File: src/sv/tror_pkg.sv
package tror_pkg;

  localparam int unsigned DataW  = 32;
  localparam int unsigned ProdW  = 34;
  localparam int unsigned SumW   = 64;
  localparam int unsigned NLanes = 12;

  localparam logic [2:0] F_IDLE = 3'd0;
  localparam logic [2:0] F_SQR  = 3'd1;
  localparam logic [2:0] F_SQRT = 3'd2;
  localparam logic [2:0] F_DIV  = 3'd3;
  localparam logic [2:0] F_DONE = 3'd4;

  typedef struct packed {
    logic signed [DataW-1:0] a_even_re;
    logic signed [DataW-1:0] a_even_im;
    logic signed [DataW-1:0] a_odd_re;
    logic signed [DataW-1:0] a_odd_im;
    logic signed [DataW-1:0] b_even_re;
    logic signed [DataW-1:0] b_even_im;
    logic signed [DataW-1:0] b_odd_re;
    logic signed [DataW-1:0] b_odd_im;
    logic                    last_item;
  } in_item_t;

  typedef struct packed {
    logic [DataW-1:0] overlap_ratio;
    logic             ratio_saturated;
    logic             norm_zero;
  } out_item_t;

endpackage

File: src/sv/tror_lane.sv
module tror_lane (
  input  logic                                 clk,
  input  logic signed [tror_pkg::DataW-1:0]    a_i,
  input  logic signed [tror_pkg::DataW-1:0]    b_i,
  output logic signed [tror_pkg::ProdW-1:0]    p_r
);

  logic signed [2*tror_pkg::DataW-1:0] prod;
  logic signed [2*tror_pkg::DataW-1:0] rnd;
  logic signed [tror_pkg::ProdW-1:0]   p_nxt;

  assign prod  = a_i * b_i;
  assign rnd   = prod + (64'sd1 <<< 29);
  assign p_nxt = rnd[63:30];

  always_ff @(posedge clk) begin
    p_r <= p_nxt;
  end

endmodule

File: config.mk
export PLATFORM = sky130hd
export DESIGN_NAME = tror_lane
export DESIGN_NICKNAME = d
export VERILOG_FILES = /design/src/sv/tror_pkg.sv /design/src/sv/tror_lane.sv
export SDC_FILE = /design/constraint.sdc
export NUM_CORES = 2
export LEC_CHECK = 0
export BUFFER_PORTS_ARGS = -buffer_cell sky130_fd_sc_hd__clkbuf_2
export CORE_MARGIN = 4
export CORE_UTILIZATION = 32
export DETAILED_ROUTE_END_ITERATION = 10
export HOLD_SLACK_MARGIN = 0.12
export PLACE_DENSITY = 0.51
export SYNTH_ARGS = -nofsm -noshare
export SYNTH_HDL_FRONTEND = slang
export SYNTH_SLANG_ARGS = --single-unit
File: constraint.sdc
create_clock -name clk -period 23.5 [get_ports clk]
set_clock_uncertainty 0.2 [all_clocks]
set_input_delay 7.05 -clock clk [delete_from_list [all_inputs] [get_ports clk]]
set_output_delay 7.05 -clock clk [all_outputs]
set_load 0.05 [all_outputs]
* Yosys cells after proc, flatten, opt, wreduce, memory -nomap -nowiden
Index checks and enable logic that the tools add are counted.
Storage, ports and cells: bits in registers 34, input bits 65, word-level logic and storage cells 3
Cells by class: add/subtract/negate cells 1, multiply operators 1
Operators with widths (count):
- 64-bit by 31-bit adder with 64-bit output, second input constant | 1
- 32-bit by 32-bit multiplier with 64-bit output | 1

* Longest topological paths before layout
depth in word-level cells 2, gate-level depth with buffers 28

* Worst setup path after synthesis
Ideal clock, no wire load.
kind input to register, start in a_i[31] in the netlist's numbering, end reg p_r[32] in the netlist's numbering, setup time 127 ps, arrival time 14337 ps, data required time 23173 ps, setup slack 8837 ps, stages 26, path through clkbuf_1 nand2_1 inv_1 fa_1 fa_1 fa_1 fa_1 inv_1 fa_1 inv_1 fa_1 inv_1 fa_1 inv_1 fa_1 ha_1 buf_4 a21oi_1 o21ai_0 a2111oi_0 nor3_1 a221oi_1 o21ai_0 a21oi_1 o21ai_0 xor2_1
On the way: cells in the longest elaborated chain, start to end 2
Ends and longest elaborated chain:
- start: declaration | line tror_lane.sv:3 | input logic signed [tror_pkg::DataW-1:0] a_i,
- 32-bit by 32-bit multiplier with 64-bit output | line tror_lane.sv:12 | assign prod = a_i * b_i;
- 64-bit by 31-bit adder with 64-bit output | line tror_lane.sv:13 | assign rnd = prod + (64'sd1 <<< 29);
- net rnd (one bit) | line tror_lane.sv:9 | logic signed [2*tror_pkg::DataW-1:0] rnd;
- end signal: assignment | line tror_lane.sv:17 | p_r <= p_nxt;
- end: declaration | line tror_lane.sv:5 | output logic signed [tror_pkg::ProdW-1:0] p_r
The timed path passes the listed nets, and every way through them passes these cells.

* Final worst setup path
start in b_i[8] in the netlist's numbering, end reg p_r[32] in the netlist's numbering
On the way: cells in the longest elaborated chain, start to end 2
Ends and longest elaborated chain:
- start: declaration | line tror_lane.sv:4 | input logic signed [tror_pkg::DataW-1:0] b_i,
- 32-bit by 32-bit multiplier with 64-bit output | line tror_lane.sv:12
- 64-bit by 31-bit adder with 64-bit output | line tror_lane.sv:13
- net rnd (one bit) | line tror_lane.sv:9
The timed path passes the listed nets, and every way through them passes these cells.

==> results.py <==
metrics = {
    "critical_path": {
        "worstPathArrival_ns": 15.87,
        "critPathLaunchType": "input port",
        "cp_num_buf_inv": 8,
        "cpMostUsedCell": "fa_1",
        "criticalPathCategory": "in -> reg",
        "cp-end-kind": "register",
        "critPathMaxStageDelay_ns": 0.86,
        "cp.required_ns": 23.51,
        "cp_max_fo": 32,
        "cp_top_family": "adder cells",
        "slowest_stage": "a211oi_1",
    },
    "sta": {
        "fin_crit_sh": 0.6748,
        "rsz0062_at_grt": "false",
        "layout_min_cycle_time_ns": 15.86,
        "maxSlewHeadroom": 0.2274,
        "finalSetupViolations": 0,
        "timing.fmax_mhz": 63.06,
        "final.setup.tns_ns": 0,
        "tightest_slew_ns": 1.151,
        "finalMaxSlewViolations": 0,
        "hold_viol_final": 0,
    },
    "route": {
        "post-route-drc-count": 0,
        "dr.pass1.iters": 5,
        "drt_iter0_markers": 1204,
        "viasPerCell": 4.648,
        "drt-wirelength-per-cell_um": 19.21,
        "vias": 24660,
        "antenna_left": 0,
        "wl_um": 101900,
    },
    "yosys": {
        "syn_nets": 5185,
        "ys_warn_count": 0,
        "syn_area_um2": 36460,
        "ys_top_cells_by_area": "fa_1 59%, inv_1 9.9%, and2_1 8.9%, ha_1 6.1%, nand2_1 5.4%",
        "netlist_top_cells_count": "1082 x fa_1, 962 x inv_1, 521 x nand2_1",
        "synth.most_common_cell": "fa_1",
        "synth_edf_count": 0,
        "synth-seq-area-share": 0.01867,
        "syn_avg_cell_area_um2": 9.445,
        "synthCells": 3860,
        "yosysTopAreaCellShare": 0.5942,
        "ys_async_sr_fraction": 0,
        "ys_types": 55,
        "ys.flop_type": "dfxtp_1",
        "ys_ff_latch": 34,
        "synth_top_cell_by_area": "fa_1",
    },
    "die": {
        "initial_utilization": 0.3232,
        "rows": 123,
        "dieArea_um2": 119400,
        "die_h_um": 345.5,
        "fp.coreArea_um2": 112800,
        "die_x_um": 345.5,
        "io_pins": 99,
    },
    "cells_and_area": {
        "stdcell_area_um2": 38510,
        "max_flop_register": "p_r",
        "finalNetCount": 5124,
        "fillers": 11680,
        "multiInputGateArea_um2": 31340,
        "regArea_um2": 680.7,
        "area_growth_pct": 5.635,
        "drive_gt1_frac": 0.04000,
        "largest_register_ffs": 34,
        "reg_top3": "p_r: 34 flops",
    },
    "global_routing": {
        "grtUsageTotal": 0.1785,
        "grt_max_degree": 33,
        "grt_pass1_vias": 28000,
        "antenna_found_initial": 6,
        "grt_pass1_wl_um": 166600,
        "grt.overflow.total": 0,
    },
    "placement": {
        "gp_congestion": 0.8670,
        "detailed_place_hpwl_um": 80560,
        "port_buffers": 98,
        "placed_area_um2": 38310,
    },
    "clock_tree": {
        "post_cts_buffers": 0,
        "cts_resized": 0,
        "cts.sinks": 34,
        "holdBufCountCts": 0,
        "numCtsBuffers": 5,
        "cts_root_buf": "clkbuf_16",
        "clockBufferDepth": 2,
        "cts_tree": "yes",
        "path_clk_slew_ns": 0.07,
        "cts_max_level": 2,
    },
    "min_path": {
        "hold_class": "reg -> out",
    },
    "run_status": {
        "status": "completed",
    },
    "flow_run": {
        "drv_cap": 0,
    },
}
placed cells by master (no fill, tap or decap), drive strengths merged, types with 15 or more instances in the layout:
| master | n |
|---|---|
| dfxtp | 34 |
| o21ai | 39 |
| a21o | 26 |
| xor2 | 16 |
| xnor2 | 35 |
| inv | 962 |
| a21oi | 55 |
| nand2 | 521 |
| buf | 40 |
| nor2 | 57 |
| clkbuf | 103 |
| fa | 1082 |
| nand4 | 15 |
| and2 | 516 |
| ha | 178 |
path summary, 6_finish.rpt:
kind	start	to	depth (start not counted)
min	p_r[14]	p_r[14]	1
max	b_i[8]	p_r[32]	27
logic make-up (layout without fill, tap and decap cells):
family | after synthesis | after routing | synth area share
xor+xnor | 51 | 51 | 0.01225
flops | 34 | 34 | 0.01867
fa+ha+maj | 1260 | 1260 | 0.6552
compound gates | 178 | 178 | 0.03140
other cells | 0 | 4 | 0
simple gates | 1168 | 1168 | 0.1609
buf+inv | 1169 | 1109 | 0.1216
stage by stage:
stage | setup WS, ns | cells | hold WS (ns) | utilization
4_1_cts | 7.711 | 5300 | 7.705 | 0.3413
6_report | 7.642 | 5304 | 7.685 | 0.3414
2_1_floorplan | 8.837 | 3860 | 7.290 | -
5_1_grt | 7.166 | 5300 | 7.707 | 0.3413
3_5_place_dp | 7.406 | 5292 | 7.347 | 0.3396
3_3_place_gp | 7.509 | 5292 | 7.351 | 0.3396
area by class of cell:
type	instances	share of cell area
diodes	4	0.0002599
multi-input cells	2657	0.8139
clock inverters	3	0.001787
inverters	963	0.09386
clock buffers	5	0.003249
well taps	1500	0.04873
flip-flops and latches	34	0.01767
repair buffers	138	0.02053
per-layer routing:
metal,vias up,global-route usage,part of all wire
met5,-,0,0.00013
met4,2,0.03433,0.020
met3,93,0.02521,0.043
met2,490,0.2899,0.47
met1,13240,0.2563,0.47
li1,10830,-,-
Power is not shown: default switching activity piles up to over one toggle a cycle in this logic, so the estimate is an artifact.
