===== config.mk =====
export PLATFORM = sky130hd
export DESIGN_NAME = tror_merge
export DESIGN_NICKNAME = d
export VERILOG_FILES = /design/src/sv/tror_pkg.sv /design/src/sv/tror_merge.sv
export SDC_FILE = /design/constraint.sdc
export NUM_CORES = 1
export LEC_CHECK = 0
export ABC_AREA = 1
export BUFFER_PORTS_ARGS = -buffer_cell sky130_fd_sc_hd__clkbuf_2
export CORE_ASPECT_RATIO = 0.75
export CORE_MARGIN = 2
export CORE_UTILIZATION = 45
export DETAILED_ROUTE_END_ITERATION = 12
export GPL_ROUTABILITY_DRIVEN = 0
export GPL_TIMING_DRIVEN = 0
export PLACE_DENSITY = 0.66
export RECOVER_POWER = 50
export SLEW_MARGIN = 20
export SYNTH_ARGS = -nofsm -noshare
export SYNTH_HDL_FRONTEND = slang
export SYNTH_SLANG_ARGS = --single-unit
export TNS_END_PERCENT = 30

===== constraint.sdc =====
create_clock -name clk -period 6 [get_ports clk]
set_input_delay 0.9 -clock clk [delete_from_list [all_inputs] [get_ports clk]]
set_output_delay 0.9 -clock clk [all_outputs]
set_load 0.02 [all_outputs]

===== src/sv/tror_pkg.sv =====
package tror_pkg;

  localparam int unsigned DataW  = 32;
  localparam int unsigned ProdW  = 34;
  localparam int unsigned SumW   = 64;
  localparam int unsigned NLanes = 12;

  localparam logic [2:0] F_IDLE = 3'd0;
  localparam logic [2:0] F_SQR  = 3'd1;
  localparam logic [2:0] F_SQRT = 3'd2;
  localparam logic [2:0] F_DIV  = 3'd3;
  localparam logic [2:0] F_DONE = 3'd4;

  typedef struct packed {
    logic signed [DataW-1:0] a_even_re;
    logic signed [DataW-1:0] a_even_im;
    logic signed [DataW-1:0] a_odd_re;
    logic signed [DataW-1:0] a_odd_im;
    logic signed [DataW-1:0] b_even_re;
    logic signed [DataW-1:0] b_even_im;
    logic signed [DataW-1:0] b_odd_re;
    logic signed [DataW-1:0] b_odd_im;
    logic                    last_item;
  } in_item_t;

  typedef struct packed {
    logic [DataW-1:0] overlap_ratio;
    logic             ratio_saturated;
    logic             norm_zero;
  } out_item_t;

endpackage


===== src/sv/tror_merge.sv =====
module tror_merge (
  input  logic                                clk,
  input  logic                                rst_n,
  input  logic signed [tror_pkg::ProdW-1:0]   p_i [tror_pkg::NLanes],
  input  logic                                add_en_i,
  input  logic                                clear_i,
  output logic [tror_pkg::SumW-1:0]           re_tot_o,
  output logic [tror_pkg::SumW-1:0]           im_tot_o,
  output logic [tror_pkg::SumW-1:0]           nr_tot_o
);

  logic [tror_pkg::SumW-1:0] ext [tror_pkg::NLanes];
  logic [tror_pkg::SumW-1:0] re_sum_r, im_sum_r, nr_sum_r;
  logic [tror_pkg::SumW-1:0] re_sum_nxt, im_sum_nxt, nr_sum_nxt;

  always_comb begin
    for (int i = 0; i < tror_pkg::NLanes; i++) begin
      ext[i] = {{(tror_pkg::SumW-tror_pkg::ProdW){p_i[i][tror_pkg::ProdW-1]}}, p_i[i]};
    end
  end

  assign re_tot_o = re_sum_r + ext[0] - ext[1] + ext[2] - ext[3];
  assign im_tot_o = im_sum_r + ext[4] + ext[5] - ext[6] - ext[7];
  assign nr_tot_o = nr_sum_r + ext[8] + ext[9] + ext[10] + ext[11];

  always_comb begin
    re_sum_nxt = re_sum_r;
    im_sum_nxt = im_sum_r;
    nr_sum_nxt = nr_sum_r;
    if (add_en_i) begin
      if (clear_i) begin
        re_sum_nxt = '0;
        im_sum_nxt = '0;
        nr_sum_nxt = '0;
      end else begin
        re_sum_nxt = re_tot_o;
        im_sum_nxt = im_tot_o;
        nr_sum_nxt = nr_tot_o;
      end
    end
  end

  always_ff @(posedge clk) begin
    if (!rst_n) begin
      re_sum_r <= '0;
      im_sum_r <= '0;
      nr_sum_r <= '0;
    end else begin
      re_sum_r <= re_sum_nxt;
      im_sum_r <= im_sum_nxt;
      nr_sum_r <= nr_sum_nxt;
    end
  end

endmodule


After elaboration in Yosys (flattened, before gate mapping)
Index checks and enable logic that the tools add are counted.

operators by class
  add/subtract/negate cells = 12
  mux-type cells = 3

operator list
  operator           number
  adder 64 bit       8
  subtractor 64 bit  4
  2-to-1 mux 64 bit  3

storage, ports and cells
  bits in registers = 192
  output and inout port bits = 192
  logic and storage cells = 18
  bits of input ports = 412

Depth between registers and ports, before layout
Gate-level depths: netlist (run 1).

  depth after elaboration = 5
  depth in mapped cells = 23
  mapped depth without buffers = 23

Least setup slack after synthesis (run 1)
No wires, ideal clock.

  path type = input -> output
  start = in p_i[305] (netlist bit)
  end = out re_tot_o[63] (netlist bit)
  data required time = 5.100 ns
  data arrival time = 4.844 ns
  buffers on the path = 0
  setup slack = 0.256 ns
  stages = 15
  cells stage by stage = inv_1 fa_1 fa_1 fa_1 ha_1 nand2_1 nor2_1 inv_1 nor2_1 nand2_1 nor4_2 nand2_1 nand2_1 nand2_1 and2_1

on the way
  word-level cells in the longest chain between the ends = 1

ends and longest elaborated chain
  element            RTL line          text
  start, declared    tror_merge.sv:4   input logic signed [tror_pkg::ProdW-1:0] p_i [tror_pkg::NLanes],
  subtractor 64 bit  tror_merge.sv:22  assign re_tot_o = re_sum_r + ext[0] - ext[1] + ext[2] - ext[3];
  end, declared      tror_merge.sv:7   output logic [tror_pkg::SumW-1:0] re_tot_o,

Every way passes these cells.

Worst setup path after layout (run 1)
  start = in p_i[22] (netlist bit)
  end = out nr_tot_o[40] (netlist bit)

on the way
  word-level cells in the longest chain between the ends = 1

ends and longest elaborated chain
  element        RTL line          text
  adder 64 bit   tror_merge.sv:24  assign nr_tot_o = nr_sum_r + ext[8] + ext[9] + ext[10] + ext[11];
  end, declared  tror_merge.sv:9   output logic [tror_pkg::SumW-1:0] nr_tot_o

Every way passes these cells.

==> impl_metrics.csv, run 1 <==
group,metric,value,unit
finish,final_cell_mix,"nand2_1, inv_1, clkbuf_2, fa_1, a21oi_1",
drt,drtAntennaViolNets,0,
worst_hold_path,worstHoldEndpoint,"im_sum_r[14]$_SDFFE_PN0P_",
worst_setup_path,r2r_cells,15,
global_route,grt_usage,30.22,%
floorplan,die_area,80330,sq um
worst_setup_path,r2r_end,"nr_sum_r[40]$_SDFFE_PN0P_",
synth,ys_seq_area_share,10.94,%
finish,fin_util,53.07,%
worst_setup_path,worst_path_max_delay_cell,"fa_1",
worst_setup_path,cp.arrival,5080,ps
timing,fmax,0.1674,GHz
floorplan,die_y,246.0,microns
timing,worst_pin_slew,1436,ps
drt,routed_wl,122100,microns
timing,finClkSkew,11.76,ps
global_route,grt_pass1_wl,185800,microns
finish,fin_cells,7463,
drt,post_drt_wl_per_cell,16.36,microns
timing,finalCriticalPeriod,5975,ps
drt,first_iter_violations,3139,
worst_setup_path,r2r_slack,2630,ps
synth,synthDistinctLibCells,31,
synth,synthesis.nets,6769,
worst_hold_path,hold_path.class,"reg2reg",
worst_hold_path,whs_path_depth,2,
floorplan,die_w,326.6,microns
clock_network,cts_made_buffers,17,
floorplan,start_util,45.57,%
worst_setup_path,startpoint_type,"input pin",
placed_design,dp_cells,7412,
worst_setup_path,rr_startpoint,"nr_sum_r[23]$_SDFFE_PN0P_",
finish,fillCellCount,8151,
finish,final_nets,7415,
finish,antenna_cells,0,
timing,finalHoldViolations,0,
finish,final_common_cell,"nand2_1",
clock_network,clkTransAtPathRegs,80,ps
timing,setup_viol,0,
synth,syn_area,35120,sq um
drt,drc,0,
floorplan,io_pins,604,
run,maxCapViolCount,0,
worst_setup_path,end_kind,"output port",
timing,period_share,99.59,%
worst_hold_path,min_from,"im_sum_r[14]$_SDFFE_PN0P_",
worst_setup_path,cp_common_cell,"nand2_1",
clock_network,clock_sinks,192,
synth,ys.warnings.count,0,
timing,slew_violations,0,
worst_setup_path,slowest_delay,520,ps
finish,regArea,3844,sq um
placed_design,portBuffers,603,
run_status,status,"completed",
floorplan,coreArea,77070,sq um
clock_network,clockRootBuffer,"clkbuf_16",
synth,netlist_top_cells_area,"fa_1, nand2_1, inv_1, dfxtp_1, ha_1",
timing,worst_hold_slack,466.2,ps
global_route,grt_max_degree,30,
worst_setup_path,crit_type,"in2out",
finish,multi_input_area,25220,sq um
timing,relSlewSlack,4.299,%
global_route,grt_pass1_vias,33370,
synth,synth.avg_cell_area,6.088,sq um
clock_network,cts_tree,"built",
clock_network,clk-insertion-delay-late,520,ps
clock_network,cts_buffer_depth,2,
clock_network,postCtsHoldBufs,0,
timing,rsz0062_at_grt,"true",
floorplan,num_rows,88,
worst_setup_path,worstPathRequired,5100,ps
synth,synth_top_area_share,22.51,%
worst_setup_path,path_cells,"clkbuf_2 -> inv_1 -> fa_1 -> inv_1 -> fa_1 -> inv_1 -> fa_1 -> inv_1 -> ha_1 -> nand2_1 -> inv_1 -> nand2_1 -> nand2_1 -> a21oi_1 -> nand3_1 -> nand2_1 -> nand2_1 -> nand2_1 -> and2_1 -> clkbuf_2",
finish,drive_gt1_share,13.97,%
clock_network,cts_max_level,4,
drt,viasPerCell,4.799,
finish,syn2layout_area_growth,16.46,%
synth,synth-seq-cells,192,
synth,yosysTopAreaCell,"fa_1",
drt,dr.pass1.iters,8,
global_route,antenna_found_initial,2,
worst_setup_path,path_max_fanout,4,
drt,vias,35810,
placed_design,hpwl,106600,microns
global_route,grt_overflow,0,
synth,syn_inst,5769,
[metal layers]
metal / wire length [microns] / vias to the layer above / GRT usage, %
met2: 51110 / 1490 / 45.75
met1: 55650 / 16320 / 43.54
met5: 7 / - / 0
li1: - / 17850 / -
met3: 12130 / 154 / 6.187
met4: 3227 / 2 / 8.162
[cells by family after synthesis]
logic type      after synthesis  synth area share [%]
flops                       192                 10.94
fa+ha+maj                   588                 29.39
xor+xnor                     93                 2.661
buf+inv                    1763                 18.87
simple gates               2803                 33.33
compound gates              330                 4.809
[stage by stage]
stage | setup TNS [ps] | area, sq um | setup WS (ps)
after global placement | -56380 | 39440 | -1189
after global routing | -414.1 | 40900 | -61.74
after CTS | 0 | 40230 | 7.651
after floorplan | 0 | 35120 | 256.0
after detailed placement | -348.8 | 39580 | -315.8
final | 0 | 40900 | 24.85
[area by class of cell]
type	count	share of cell area [%]
tap	1035	3.166
multi-input combinational	3814	61.65
sequential	192	9.397
inverter	1700	15.60
timing repair buffer	627	8.023
clock inverter	10	0.3609
buffer	63	0.6179
clock buffer	22	1.184
[registers in the layout, summed over array words and instances (netlist names)]
| register | count |
|---|---|
| im_sum_r | 64 |
| nr_sum_r | 64 |
| re_sum_r | 64 |
[cell usage after synthesis, drive strengths merged]
master / number
nand3b: 35
inv: 1699
ha: 193
and2: 101
buf: 9
nor2: 294
o21bai: 12
nand3: 235
xor2: 87
a21oi: 312
nor3: 43
clkinv: 1
clkbuf: 54
o21ai: 6
dfxtp: 192
nor4: 12
nand4: 6
fa: 395
xnor2: 6
or2: 6
nand2: 2071
[worst max-delay path by stage]
stage	from	end	slack [ps]	cells after the start
after floorplan	p_i[305]	re_tot_o[63]	260	15
after global placement	p_i[33]	nr_tot_o[57]	-1190	14
after CTS	p_i[305]	re_tot_o[57]	8	16
final	p_i[22]	nr_tot_o[40]	20	20
after detailed placement	p_i[33]	nr_tot_o[57]	-320	15
after global routing	p_i[33]	nr_tot_o[58]	-60	18
[repair_timing]
item	CTS	global route
hold endpoints to repair	0	0
cloned	0	1
resized for setup	4	140
pin swaps	0	9
setup endpoints to repair	2	49
buffers inserted	0	18
[critical path: cells and delay by family]
family	cells	cell delay (ps)
fa+ha+maj	4	1790
simple gates	8	1380
compound gates	1	510
buf+inv	7	480
Power of run 1 is left out: the tool's default activity adds up to more than one toggle a clock period on the data nets, which glitch-free logic cannot reach.
==> run 2, diff against run 1 <==
--- a/config.mk
+++ b/config.mk
@@ -9,11 +9,10 @@
 export BUFFER_PORTS_ARGS = -buffer_cell sky130_fd_sc_hd__clkbuf_2
 export CORE_ASPECT_RATIO = 0.75
 export CORE_MARGIN = 2
-export CORE_UTILIZATION = 45
+export CORE_UTILIZATION = 40
 export DETAILED_ROUTE_END_ITERATION = 12
 export GPL_ROUTABILITY_DRIVEN = 0
 export GPL_TIMING_DRIVEN = 0
-export PLACE_DENSITY = 0.66
 export RECOVER_POWER = 50
 export SLEW_MARGIN = 20
 export SYNTH_ARGS = -nofsm -noshare
==> impl_metrics.csv, run 2 (synthesized netlist as in run 1, its figures left out) <==
group,metric,value,unit
run_status,status,"finished, violations left",
run_status,violations,"max-capacitance violations, max-slew violations",
worst_setup_path,crit_type,"in2out",
finish,largest_registers,"im_sum_r: 64 flops, nr_sum_r: 64 flops, re_sum_r: 64 flops",
floorplan,die_y,260.6,microns
drt,vias,35560,
clock_network,cts_buffer_depth,2,
timing,period_share,98.77,%
clock_network,cts_tree,"built",
finish,drive_gt1_share,13.94,%
global_route,grt_pass1_vias,33500,
placed_design,dp_cells,7529,
floorplan,io_pins,604,
drt,first_iter_violations,3144,
finish,final_common_cell,"nand2_1",
clock_network,cts_made_buffers,17,
timing,rsz0062_at_grt,"true",
timing,setup_viol,0,
timing,finalHoldViolations,0,
global_route,grt_max_degree,30,
clock_network,clk-insertion-delay-late,520,ps
global_route,grt_overflow,0,
floorplan,start_util,40.19,%
clock_network,postCtsHoldBufs,0,
drt,drc,0,
finish,syn2layout_area_growth,16.96,%
timing,worst_hold_slack,466.9,ps
worst_setup_path,path_max_fanout,4,
worst_setup_path,crit_family,"adder cells",
finish,regArea,3844,sq um
clock_network,clock_sinks,192,
finish,fin_area,41080,sq um
finish,final_nets,7413,
finish,fillCellCount,9360,
worst_setup_path,r2r_cells,15,
worst_setup_path,cp_common_cell,"nand2_1",
timing,slew_violations,11,
drt,dr.pass1.iters,6,
floorplan,die_w,346.2,microns
worst_setup_path,critical_path_buf_inv_count,3,
timing,relSlewSlack,-12.46,%
timing,worst_pin_slew,1687,ps
worst_setup_path,path_cells,"clkbuf_1 -> fa_1 -> fa_1 -> fa_1 -> ha_1 -> inv_1 -> fa_1 -> nor2_1 -> nand2_1 -> nand3b_1 -> nand2_1 -> nand2_1 -> nand2_1 -> nand2_1 -> nand2_1 -> nand3_1 -> and2_1 -> clkbuf_2",
drt,drtAntennaViolNets,0,
worst_setup_path,worstPathRequired,5100,ps
drt,viasPerCell,4.692,
finish,fin_cells,7579,
drt,post_drt_wl_per_cell,16.37,microns
worst_setup_path,crit_cells,18,
worst_setup_path,end_kind,"output port",
placed_design,hpwl,108300,microns
placed_design,portBuffers,603,
run,maxCapViolCount,1,
clock_network,clockRootBuffer,"clkbuf_16",
global_route,antenna_found_initial,2,
floorplan,coreArea,87390,sq um
global_route,grt_usage,27.34,%
finish,multi_input_area,25300,sq um
drt,routed_wl,124000,microns
floorplan,num_rows,94,
timing,finalCriticalPeriod,5926,ps
floorplan,die_area,90220,sq um
worst_setup_path,worst_path_max_delay_cell,"fa_1",
worst_setup_path,cp.arrival,5030,ps
timing,finClkSkew,18.34,ps
global_route,grt_pass1_wl,189600,microns
placed_design,place_area,39720,sq um
worst_hold_path,hold_path.class,"reg2reg",
worst_setup_path,slowest_delay,560,ps
worst_setup_path,startpoint_type,"input pin",
worst_hold_path,whs_path_depth,2,
timing,fmax,0.1687,GHz
timing,setup_tns,0,ps
clock_network,clkTransAtPathRegs,80,ps
finish,final_cell_mix,"nand2_1, inv_1, clkbuf_2, fa_1, a21oi_1",
clock_network,cts_max_level,4,
run 2: cell types whose count changed in the layout (fill, tap and decap cells not counted), moves of 4 or more:
cell / delta
ha_2: -8
ha_4: +8
a21oi_2: +5
clkinvlp_4: +4
xor2_1: -4
xor2_2: +4
run 2: layout make-up:
cell class,count,area share [%]
tap,1152,3.509
clock buffer,19,1.078
timing repair buffer,625,7.956
sequential,192,9.357
antenna,1,0.006092
buffer,63,0.6122
multi-input combinational,3814,61.58
clock inverter,13,0.3716
inverter,1700,15.53
run 2: worst paths after layout:
kind | from | end | slack (ps)
setup / recovery | p_i[1] | nr_tot_o[43] | 70
hold reg to reg | re_sum_r[28]$_SDFFE_PN0P_ | re_sum_r[28]$_SDFFE_PN0P_ | 470
hold / removal | re_sum_r[28]$_SDFFE_PN0P_ | re_sum_r[28]$_SDFFE_PN0P_ | 470
setup reg to reg | nr_sum_r[1]$_SDFFE_PN0P_ | nr_sum_r[35]$_SDFFE_PN0P_ | 2620
run 2: what timing repair did:
item,CTS,global route
endpoints found under the setup margin,8,56
buffers inserted,2,14
pin swaps,1,5
gates resized for setup,8,146
gates cloned,0,1
run 2: metal layers:
layer	global-route usage (%)	routed length (microns)
met4	5.847	2165
met3	5.303	10830
met5	0	0
met1	39.80	58190
met2	41.83	52860
run 2: worst register-to-register path: stages, from the launching register on:
cell and delay [ps]:
dfxtp_1 340, fa_1 540, ha_1 180, inv_1 70, fa_1 480, nor2_1 140
nand2_1 60, nand3b_1 250, nand2_1 100, nand2_1 230, nand2_1 80, nand2_1 270
nand2_1 170, nand3b_1 130, nand3_1 120, a21oi_1 150
run 2: per-stage QoR:
step           util, %  worst slack (ps)
2_1_floorplan        -             256.0
3_5_place_dp     45.46            -276.6
5_1_grt          47.01            -58.89
4_1_cts          46.20            -11.71
3_3_place_gp     45.30             -1194
6_report         47.01             73.58
Power of run 2 is left out for the same reason.
