--- src/sv/tror_pkg.sv ---
package tror_pkg;

  localparam int unsigned DataW  = 32;
  localparam int unsigned ProdW  = 34;
  localparam int unsigned SumW   = 64;
  localparam int unsigned NLanes = 12;

  localparam logic [2:0] F_IDLE = 3'd0;
  localparam logic [2:0] F_SQR  = 3'd1;
  localparam logic [2:0] F_SQRT = 3'd2;
  localparam logic [2:0] F_DIV  = 3'd3;
  localparam logic [2:0] F_DONE = 3'd4;

  typedef struct packed {
    logic signed [DataW-1:0] a_even_re;
    logic signed [DataW-1:0] a_even_im;
    logic signed [DataW-1:0] a_odd_re;
    logic signed [DataW-1:0] a_odd_im;
    logic signed [DataW-1:0] b_even_re;
    logic signed [DataW-1:0] b_even_im;
    logic signed [DataW-1:0] b_odd_re;
    logic signed [DataW-1:0] b_odd_im;
    logic                    last_item;
  } in_item_t;

  typedef struct packed {
    logic [DataW-1:0] overlap_ratio;
    logic             ratio_saturated;
    logic             norm_zero;
  } out_item_t;

endpackage

--- src/sv/tror_finish.sv ---
module tror_finish (
  input  logic                          clk,
  input  logic                          rst_n,
  input  logic                          start_i,
  input  logic [tror_pkg::SumW-1:0]     re_i,
  input  logic [tror_pkg::SumW-1:0]     im_i,
  input  logic [tror_pkg::SumW-1:0]     n_i,
  input  logic                          take_i,
  output logic                          done_o,
  output tror_pkg::out_item_t           res_o
);

  logic [2:0]   state_r, state_nxt;
  logic [5:0]   cnt_r, cnt_nxt;
  logic [63:0]  ur_r, ui_r, n_r;
  logic [127:0] acc_r, acc_nxt;
  logic [63:0]  root_r, root_nxt;
  logic [66:0]  rem_r, rem_nxt;
  logic [64:0]  drem_r, drem_nxt;
  logic [31:0]  dsh_r, dsh_nxt;
  logic [31:0]  q_r, q_nxt;
  tror_pkg::out_item_t res_r, res_nxt;

  logic [31:0]  ma, mb;
  logic [63:0]  pp;
  logic [127:0] pp_sh;
  logic [66:0]  rem_t, trial;
  logic [64:0]  dt;
  logic [63:0]  ur_in, ui_in;

  assign ur_in = re_i[63] ? (64'd0 - re_i) : re_i;
  assign ui_in = im_i[63] ? (64'd0 - im_i) : im_i;

  always_comb begin
    unique case (cnt_r)
      6'd0:    begin ma = ur_r[31:0];  mb = ur_r[31:0];  end
      6'd1:    begin ma = ur_r[31:0];  mb = ur_r[63:32]; end
      6'd2:    begin ma = ur_r[63:32]; mb = ur_r[63:32]; end
      6'd3:    begin ma = ui_r[31:0];  mb = ui_r[31:0];  end
      6'd4:    begin ma = ui_r[31:0];  mb = ui_r[63:32]; end
      6'd5:    begin ma = ui_r[63:32]; mb = ui_r[63:32]; end
      default: begin ma = '0;          mb = '0;          end
    endcase
  end

  assign pp = ma * mb;

  always_comb begin
    unique case (cnt_r)
      6'd1, 6'd4: pp_sh = {31'd0, pp, 33'd0};
      6'd2, 6'd5: pp_sh = {pp, 64'd0};
      default:    pp_sh = {64'd0, pp};
    endcase
  end

  assign rem_t = {rem_r[64:0], acc_r[127:126]};
  assign trial = {1'b0, root_r, 2'b01};
  assign dt    = {drem_r[63:0], dsh_r[31]};

  always_comb begin
    state_nxt = state_r;
    cnt_nxt   = cnt_r;
    acc_nxt   = acc_r;
    root_nxt  = root_r;
    rem_nxt   = rem_r;
    drem_nxt  = drem_r;
    dsh_nxt   = dsh_r;
    q_nxt     = q_r;
    res_nxt   = res_r;
    unique case (state_r)
      tror_pkg::F_IDLE: begin
        if (start_i) begin
          cnt_nxt = '0;
          acc_nxt = '0;
          if (n_i == '0) begin
            res_nxt   = '{overlap_ratio: '0, ratio_saturated: 1'b0, norm_zero: 1'b1};
            state_nxt = tror_pkg::F_DONE;
          end else begin
            state_nxt = tror_pkg::F_SQR;
          end
        end
      end
      tror_pkg::F_SQR: begin
        acc_nxt = acc_r + pp_sh;
        if (cnt_r == 6'd5) begin
          cnt_nxt   = 6'd63;
          root_nxt  = '0;
          rem_nxt   = '0;
          state_nxt = tror_pkg::F_SQRT;
        end else begin
          cnt_nxt = cnt_r + 6'd1;
        end
      end
      tror_pkg::F_SQRT: begin
        acc_nxt = {acc_r[125:0], 2'b00};
        if (rem_t >= trial) begin
          rem_nxt  = rem_t - trial;
          root_nxt = {root_r[62:0], 1'b1};
        end else begin
          rem_nxt  = rem_t;
          root_nxt = {root_r[62:0], 1'b0};
        end
        cnt_nxt = cnt_r - 6'd1;
        if (cnt_r == '0) begin
          if ({4'd0, root_nxt[63:4]} >= n_r) begin
            res_nxt   = '{overlap_ratio: '1, ratio_saturated: 1'b1, norm_zero: 1'b0};
            state_nxt = tror_pkg::F_DONE;
          end else begin
            drem_nxt  = {5'd0, root_nxt[63:4]};
            dsh_nxt   = {root_nxt[3:0], 28'd0};
            q_nxt     = '0;
            cnt_nxt   = 6'd31;
            state_nxt = tror_pkg::F_DIV;
          end
        end
      end
      tror_pkg::F_DIV: begin
        dsh_nxt = {dsh_r[30:0], 1'b0};
        if (dt >= {1'b0, n_r}) begin
          drem_nxt = dt - {1'b0, n_r};
          q_nxt    = {q_r[30:0], 1'b1};
        end else begin
          drem_nxt = dt;
          q_nxt    = {q_r[30:0], 1'b0};
        end
        cnt_nxt = cnt_r - 6'd1;
        if (cnt_r == '0) begin
          res_nxt   = '{overlap_ratio: q_nxt, ratio_saturated: 1'b0, norm_zero: 1'b0};
          state_nxt = tror_pkg::F_DONE;
        end
      end
      tror_pkg::F_DONE: begin
        if (take_i) state_nxt = tror_pkg::F_IDLE;
      end
      default: state_nxt = tror_pkg::F_IDLE;
    endcase
  end

  always_ff @(posedge clk) begin
    if (!rst_n) begin
      state_r <= tror_pkg::F_IDLE;
    end else begin
      state_r <= state_nxt;
    end
  end

  always_ff @(posedge clk) begin
    cnt_r  <= cnt_nxt;
    acc_r  <= acc_nxt;
    root_r <= root_nxt;
    rem_r  <= rem_nxt;
    drem_r <= drem_nxt;
    dsh_r  <= dsh_nxt;
    q_r    <= q_nxt;
    res_r  <= res_nxt;
    if (state_r == tror_pkg::F_IDLE && start_i) begin
      ur_r <= ur_in;
      ui_r <= ui_in;
      n_r  <= n_i;
    end
  end

  assign done_o = (state_r == tror_pkg::F_DONE);
  assign res_o  = res_r;

  a_start_idle: assert property (@(posedge clk) disable iff (!rst_n)
    start_i |-> state_r == tror_pkg::F_IDLE) else $error("start while busy");

  a_zero_fast: assert property (@(posedge clk) disable iff (!rst_n)
    start_i && n_i == '0 |=> state_r == tror_pkg::F_DONE && res_r.norm_zero)
    else $error("zero norm not flagged");

  a_flags_excl: assert property (@(posedge clk) disable iff (!rst_n)
    done_o |-> !(res_r.ratio_saturated && res_r.norm_zero)) else $error("flags clash");

endmodule

--- config.mk ---
export PLATFORM = sky130hd
export DESIGN_NAME = tror_finish
export DESIGN_NICKNAME = d
export VERILOG_FILES = /design/src/sv/tror_pkg.sv /design/src/sv/tror_finish.sv
export SDC_FILE = /design/constraint.sdc
export NUM_CORES = 2
export LEC_CHECK = 0
export ABC_AREA = 1
export ABC_CLOCK_PERIOD_IN_PS = 20400
export BUFFER_PORTS_ARGS = -buffer_cell sky130_fd_sc_hd__buf_2
export CORE_MARGIN = 5
export CORE_UTILIZATION = 45
export CTS_CLUSTER_DIAMETER = 40
export DETAILED_ROUTE_END_ITERATION = 8
export PLACE_DENSITY_LB_ADDON = 0.1
export SYNTH_ARGS = -nofsm -noshare
export SYNTH_HDL_FRONTEND = slang
export SYNTH_SLANG_ARGS = --single-unit
--- constraint.sdc ---
create_clock -name clk -period 20.4 [get_ports clk]
set_input_delay 4.08 -clock clk [delete_from_list [all_inputs] [get_ports clk]]
set_output_delay 4.08 -clock clk [all_outputs]
set_load 0.01 [all_outputs]
=== Yosys cells after proc, flatten, opt, wreduce, memory -nomap -nowiden ===
Index checks and enable logic that the tools add are counted.

* Magnitude comparators: 3
* Reduce and logical (&&, ||, !) cells: 21
* Multipliers: 1
* Muxes and demuxes: 44
* Add/sub/neg operators: 7
* Eq/ne operators: 17

{| class="wikitable"
|+ Operators with widths
! kind !! count
|-
| 128-bit one-hot mux with 3 select lines || 1
|-
| 64-bit two-way mux || 5
|-
| 128-bit one-hot mux with 2 select lines || 1
|-
| 32-bit one-hot mux with 4 select lines || 2
|-
| 64-bit one-hot mux with 2 select lines || 2
|-
| 34-bit two-way mux || 5
|-
| 65-bit two-way mux || 2
|-
| 65-bit one-hot mux with 2 select lines || 1
|-
| 128-bit adder || 1
|-
| 128-bit two-way mux || 1
|-
| 1-bit by 64-bit subtractor with 64-bit output, first input constant || 2
|-
| 63-bit two-way mux || 2
|-
| 34-bit one-hot mux with 3 select lines || 1
|-
| 67-bit by 66-bit greater-or-equal comparator with 1-bit output || 1
|-
| 65-bit by 64-bit greater-or-equal comparator with 1-bit output || 1
|-
| 65-bit subtractor || 1
|-
| 60-bit by 64-bit greater-or-equal comparator with 1-bit output || 1
|-
| 64-bit logical NOT || 1
|-
| 32-bit by 32-bit multiplier with 64-bit output || 1
|-
| 32-bit two-way mux || 2
|-
| 32-bit one-hot mux with 2 select lines || 1
|-
| 64-bit subtractor || 1
|-
| 31-bit two-way mux || 2
|-
| 31-bit one-hot mux with 2 select lines || 1
|-
| 25 further kinds || 54
|}

* Bits of input ports: 196
* Register bits after elaboration: 619
* Output and inout bits: 35

=== Logic depth before layout (Yosys ltp) ===
* Depth in word-level cells: 7
* Gate-level depth with buffers: 60
* Gate-level depth less buffers: 58

=== Worst setup path after synthesis ===
No wires, ideal clock.

* Path type: in2reg
* Start: in start_i
* End: reg n_r[0], enable pin
* Setup slack: 7645 ps
* Required time: 19652 ps
* Stages on the path: 2
* Arrival time: 12007 ps
* Path buffers: 0
* Cells stage by stage: inv_1 -> nor2_1

* Word-level cells in the longest chain between the ends: 1

{| class="wikitable"
|+ Ends and longest elaborated chain
! element !! RTL line !! source
|-
| from (decl) || tror_finish.sv:4 || <nowiki>input logic start_i,</nowiki>
|-
| 1-bit logical AND || tror_finish.sv:156 || <nowiki>if (state_r == tror_pkg::F_IDLE && start_i) begin</nowiki>
|-
| to (signal assigned) || tror_finish.sv:159 || <nowiki>n_r <= n_i;</nowiki>
|-
| to (decl) || tror_finish.sv:15 || <nowiki>logic [63:0] ur_r, ui_r, n_r;</nowiki>
|}

No other way between the ends.
A chain may end at the register's enable or synchronous reset.

=== Worst setup path in the final report ===
* Start: reg cnt_r[0]
* End: reg acc_r[57] (data pin)

* Word-level cells in the longest chain between the ends: 7
* Elaborated cells on any way between the ends: 18

{| class="wikitable"
|+ Ends and longest elaborated chain
! element !! RTL line !! source
|-
| from (decl) || tror_finish.sv:14 || <nowiki>logic [5:0] cnt_r, cnt_nxt;</nowiki>
|-
| from (signal assigned) || tror_finish.sv:148 || <nowiki>cnt_r <= cnt_nxt;</nowiki>
|-
| 6-bit by 3-bit equality test with 1-bit output (tied with other cells) || tror_finish.sv:35, tror_finish.sv:49 ||
|-
| 2-bit OR reduction (no source line) || - ||
|-
| 32-bit one-hot mux with 4 select lines || tror_finish.sv:35 || <nowiki>unique case (cnt_r)</nowiki>
|-
| 32-bit by 32-bit multiplier with 64-bit output || tror_finish.sv:46 || <nowiki>assign pp = ma * mb;</nowiki>
|-
| 128-bit one-hot mux with 2 select lines (*) || tror_finish.sv:49 || <nowiki>unique case (cnt_r)</nowiki>
|-
| 128-bit adder (*) || tror_finish.sv:84 || <nowiki>acc_nxt = acc_r + pp_sh;</nowiki>
|-
| 128-bit one-hot mux with 3 select lines (*) || tror_finish.sv:70 || <nowiki>unique case (state_r)</nowiki>
|-
| named net acc_nxt[57] || tror_finish.sv:16 || <nowiki>logic [127:0] acc_r, acc_nxt;</nowiki>
|-
| to (signal assigned) || tror_finish.sv:149 || <nowiki>acc_r <= acc_nxt;</nowiki>
|-
| to (decl) || tror_finish.sv:16 ||
|}

The timed path passes the listed nets; every way through them passes the cells marked *.

==> flow_metrics.py <==
metrics = {
    "global_route": {
        "use_met3_pct": 8.002,
        "gr-usage-met2_pct": 58.34,
        "grt_use_total_pct": 37.33,
        "overflow": 0,
        "first_global_vias": 82996,
        "grt_pass1_wl_mm": 548.7,
        "grtUsageMet1_pct": 49.15,
        "antenna_found_initial": 18,
        "busiest_layer": "met2",
        "grt_max_degree": 133,
    },
    "sta": {
        "layout_worst_path_cycle_share_pct": 72.58,
        "rsz0062_at_grt": "false",
        "hold_violations": 0,
        "fin_skew_ns": 0.09521,
        "tightestPinTransition_ns": 1.526,
        "finalSetupViolCount": 0,
        "slew_viol_final": 4,
        "layout_min_cycle_time_ns": 14.81,
        "totalNegativeSetupSlack_ns": 0,
        "slew_headroom_pct": -2.433,
        "max_clock_freq_ghz": 0.06754,
    },
    "clock_tree": {
        "ctsResizeCount": 0,
        "clk_pin_slew_ns": 0.05,
        "clk_latency_ns": 0.85,
        "clockBufferDepth": 3,
        "root_buffer": "clkbuf_16",
        "cts-buffers-inserted": 139,
        "h-tree-depth": 4,
        "cts.sinks": 591,
        "holdBufCountCts": 0,
        "post_cts_buffers": 0,
        "cts_tree": "built",
    },
    "placement": {
        "port-buffer-count": 230,
        "hpwl_mm": 308.7,
        "place.gp.congestion": 1.041,
    },
    "layout": {
        "post-route-util_pct": 49.82,
        "drive_gt1_share_pct": 5.903,
        "syn2layout_area_growth_pct": 10.37,
        "fill_cells": 19087,
        "seqCellArea_um2": 17720,
        "fin_nets": 13611,
        "multi_input_area_um2": 57760,
    },
    "synth": {
        "synth-edff-count": 588,
        "netlist_instances": 11748,
        "async_flop_share_pct": 0,
        "synth.most_common_cell": "inv_1",
        "synth_cell_types": 65,
        "ys_ff_latch": 591,
        "yosysWarnings": 0,
        "ys_seq_area_share_pct": 20.68,
        "syn_nets": 13429,
        "synth.largest_area_cell": "fa_1",
        "synthFlopType": "edfxtp_1",
        "synth_top_area_share_pct": 20.99,
        "avgSynthCellArea_um2": 7.292,
        "synth.area.top_cells": "fa_1, edfxtp_1, inv_1",
        "yosys-top-cells-count": "inv_1, nand2_1, nor2_1, fa_1, a21oi_1",
        "syn_area_um2": 85660,
    },
    "floorplanning": {
        "io_pins": 231,
        "chipHeight_um": 446.3,
        "initial_utilization_pct": 45.14,
        "fp-row-count": 160,
        "die_x_um": 446.3,
        "die_area_um2": 199200,
        "core_area_um2": 189800,
    },
    "outcome": {
        "violations": "max-capacitance violations, max-slew violations",
        "status": "finished with violations",
    },
    "route": {
        "viasPerCell": 5.672,
        "dr.pass1.iters": 8,
        "ant_nets": 0,
        "drt-wirelength-per-cell_um": 25.86,
        "drt_iter0_markers": 8539,
        "vias": 82649,
        "drc": 0,
        "drt-total-wl_mm": 376.8,
    },
    "worst_setup_path": {
        "cpPeakStageDelay_ns": 0.80,
        "path_delay_family": "adder cells",
        "r2r_cells": 42,
        "start_kind": "flip-flop",
        "cp_num_buf_inv": 8,
        "crit_fanout": 31,
        "worst_path_most_repeated_cell": "fa_1",
        "required_ns": 20.82,
        "cp-end-kind": "flip-flop",
        "path_class": "flip-flop to flip-flop",
        "path_depth": 42,
        "crit_arrival_ns": 15.23,
        "cpMaxStageDelayCell": "o21ai_0",
    },
    "min_path": {
        "hold-path-cell-count": 2,
        "hold_class": "flip-flop to flip-flop",
    },
    "flow_run": {
        "max_cap_viol_count": 1,
    },
}
[layout by cell type (no fill, tap or decap), drive strengths merged, types with 37 or more instances in the layout]
master / n
nor3: 144
a21oi: 665
clkinv: 62
nand4: 85
ha: 587
edfxtp: 588
o21a: 51
inv: 2366
xor2: 156
nand3: 423
nor4: 73
nand2: 2298
nand3b: 51
o21ai: 606
xnor2: 110
o22ai: 75
nor2: 2031
a21o: 37
clkbuf: 167
o21bai: 63
buf: 347
fa: 898
[worst paths after layout]
path	startpoint	endpoint	slack, ns
setup / recovery	cnt_r[0]	acc_r[57]	5.59
hold / removal	dsh_r[29]	dsh_r[30]	0.53
setup reg to reg	cnt_r[0]	acc_r[57]	5.59
hold reg to reg	dsh_r[29]	dsh_r[30]	0.53
[cells by family after synthesis]
group,count (synthesis),synth area share [%]
xor gates and xnor gates,266,2.720
and+or+nand+nor,5136,24.68
buffers and inverters,2671,12.11
DFF,591,20.68
AOI/OAI and AO/OA,1599,10.25
adders and majority gates,1485,29.56
[registers in the layout, summed over array words and instances (netlist names)]
signal,flops
rem_r,65
cnt_r,6
n_r,64
root_r,64
dsh_r,4
ur_r,64
acc_r,128
drem_r,64
ui_r,64
q_r,31
res_o,34
state_r,3
[stage by stage]
stage	area, µm²	setup WS, ns	hold slack, ns	std cells
detailed placement	89550	6.020	0.5207	14300
finish	94550	5.593	0.5314	14571
global route	94520	5.171	0.5490	14559
floorplan	85660	7.645	0.5000	11748
CTS	94510	5.921	0.5334	14555
global placement	89550	6.048	0.5092	14300
[routing by layer]
metal | wire length [µm] | up-vias
li1 | - | 37198
met1 | 152700 | 40288
met2 | 166200 | 4309
met3 | 35310 | 852
met4 | 22530 | 2
met5 | 7 | -
[area by class of cell]
class	instances	share of cell area [%]
Clock buffer	167	3.823
Timing Repair Buffer	347	2.160
Multi-Input combinational cell	8486	61.09
Clock inverter	88	1.420
Sequential cell	591	18.74
Antenna cell	16	0.04235
Tap cell	2511	3.323
Inverter	2365	9.399
[worst register-to-register path, delay by kind of cell, from the launching register on]
family	cells	cell delay, ns
fa+ha+maj	11	5.38
simple gates	12	3.75
compound gates	10	2.81
buf+inv	8	1.88
xor+xnor	1	0.18
flops	1	0.38
Power is left out: the tool's default activity adds up to more than one toggle a clock period on the data nets, which glitch-free logic cannot reach.
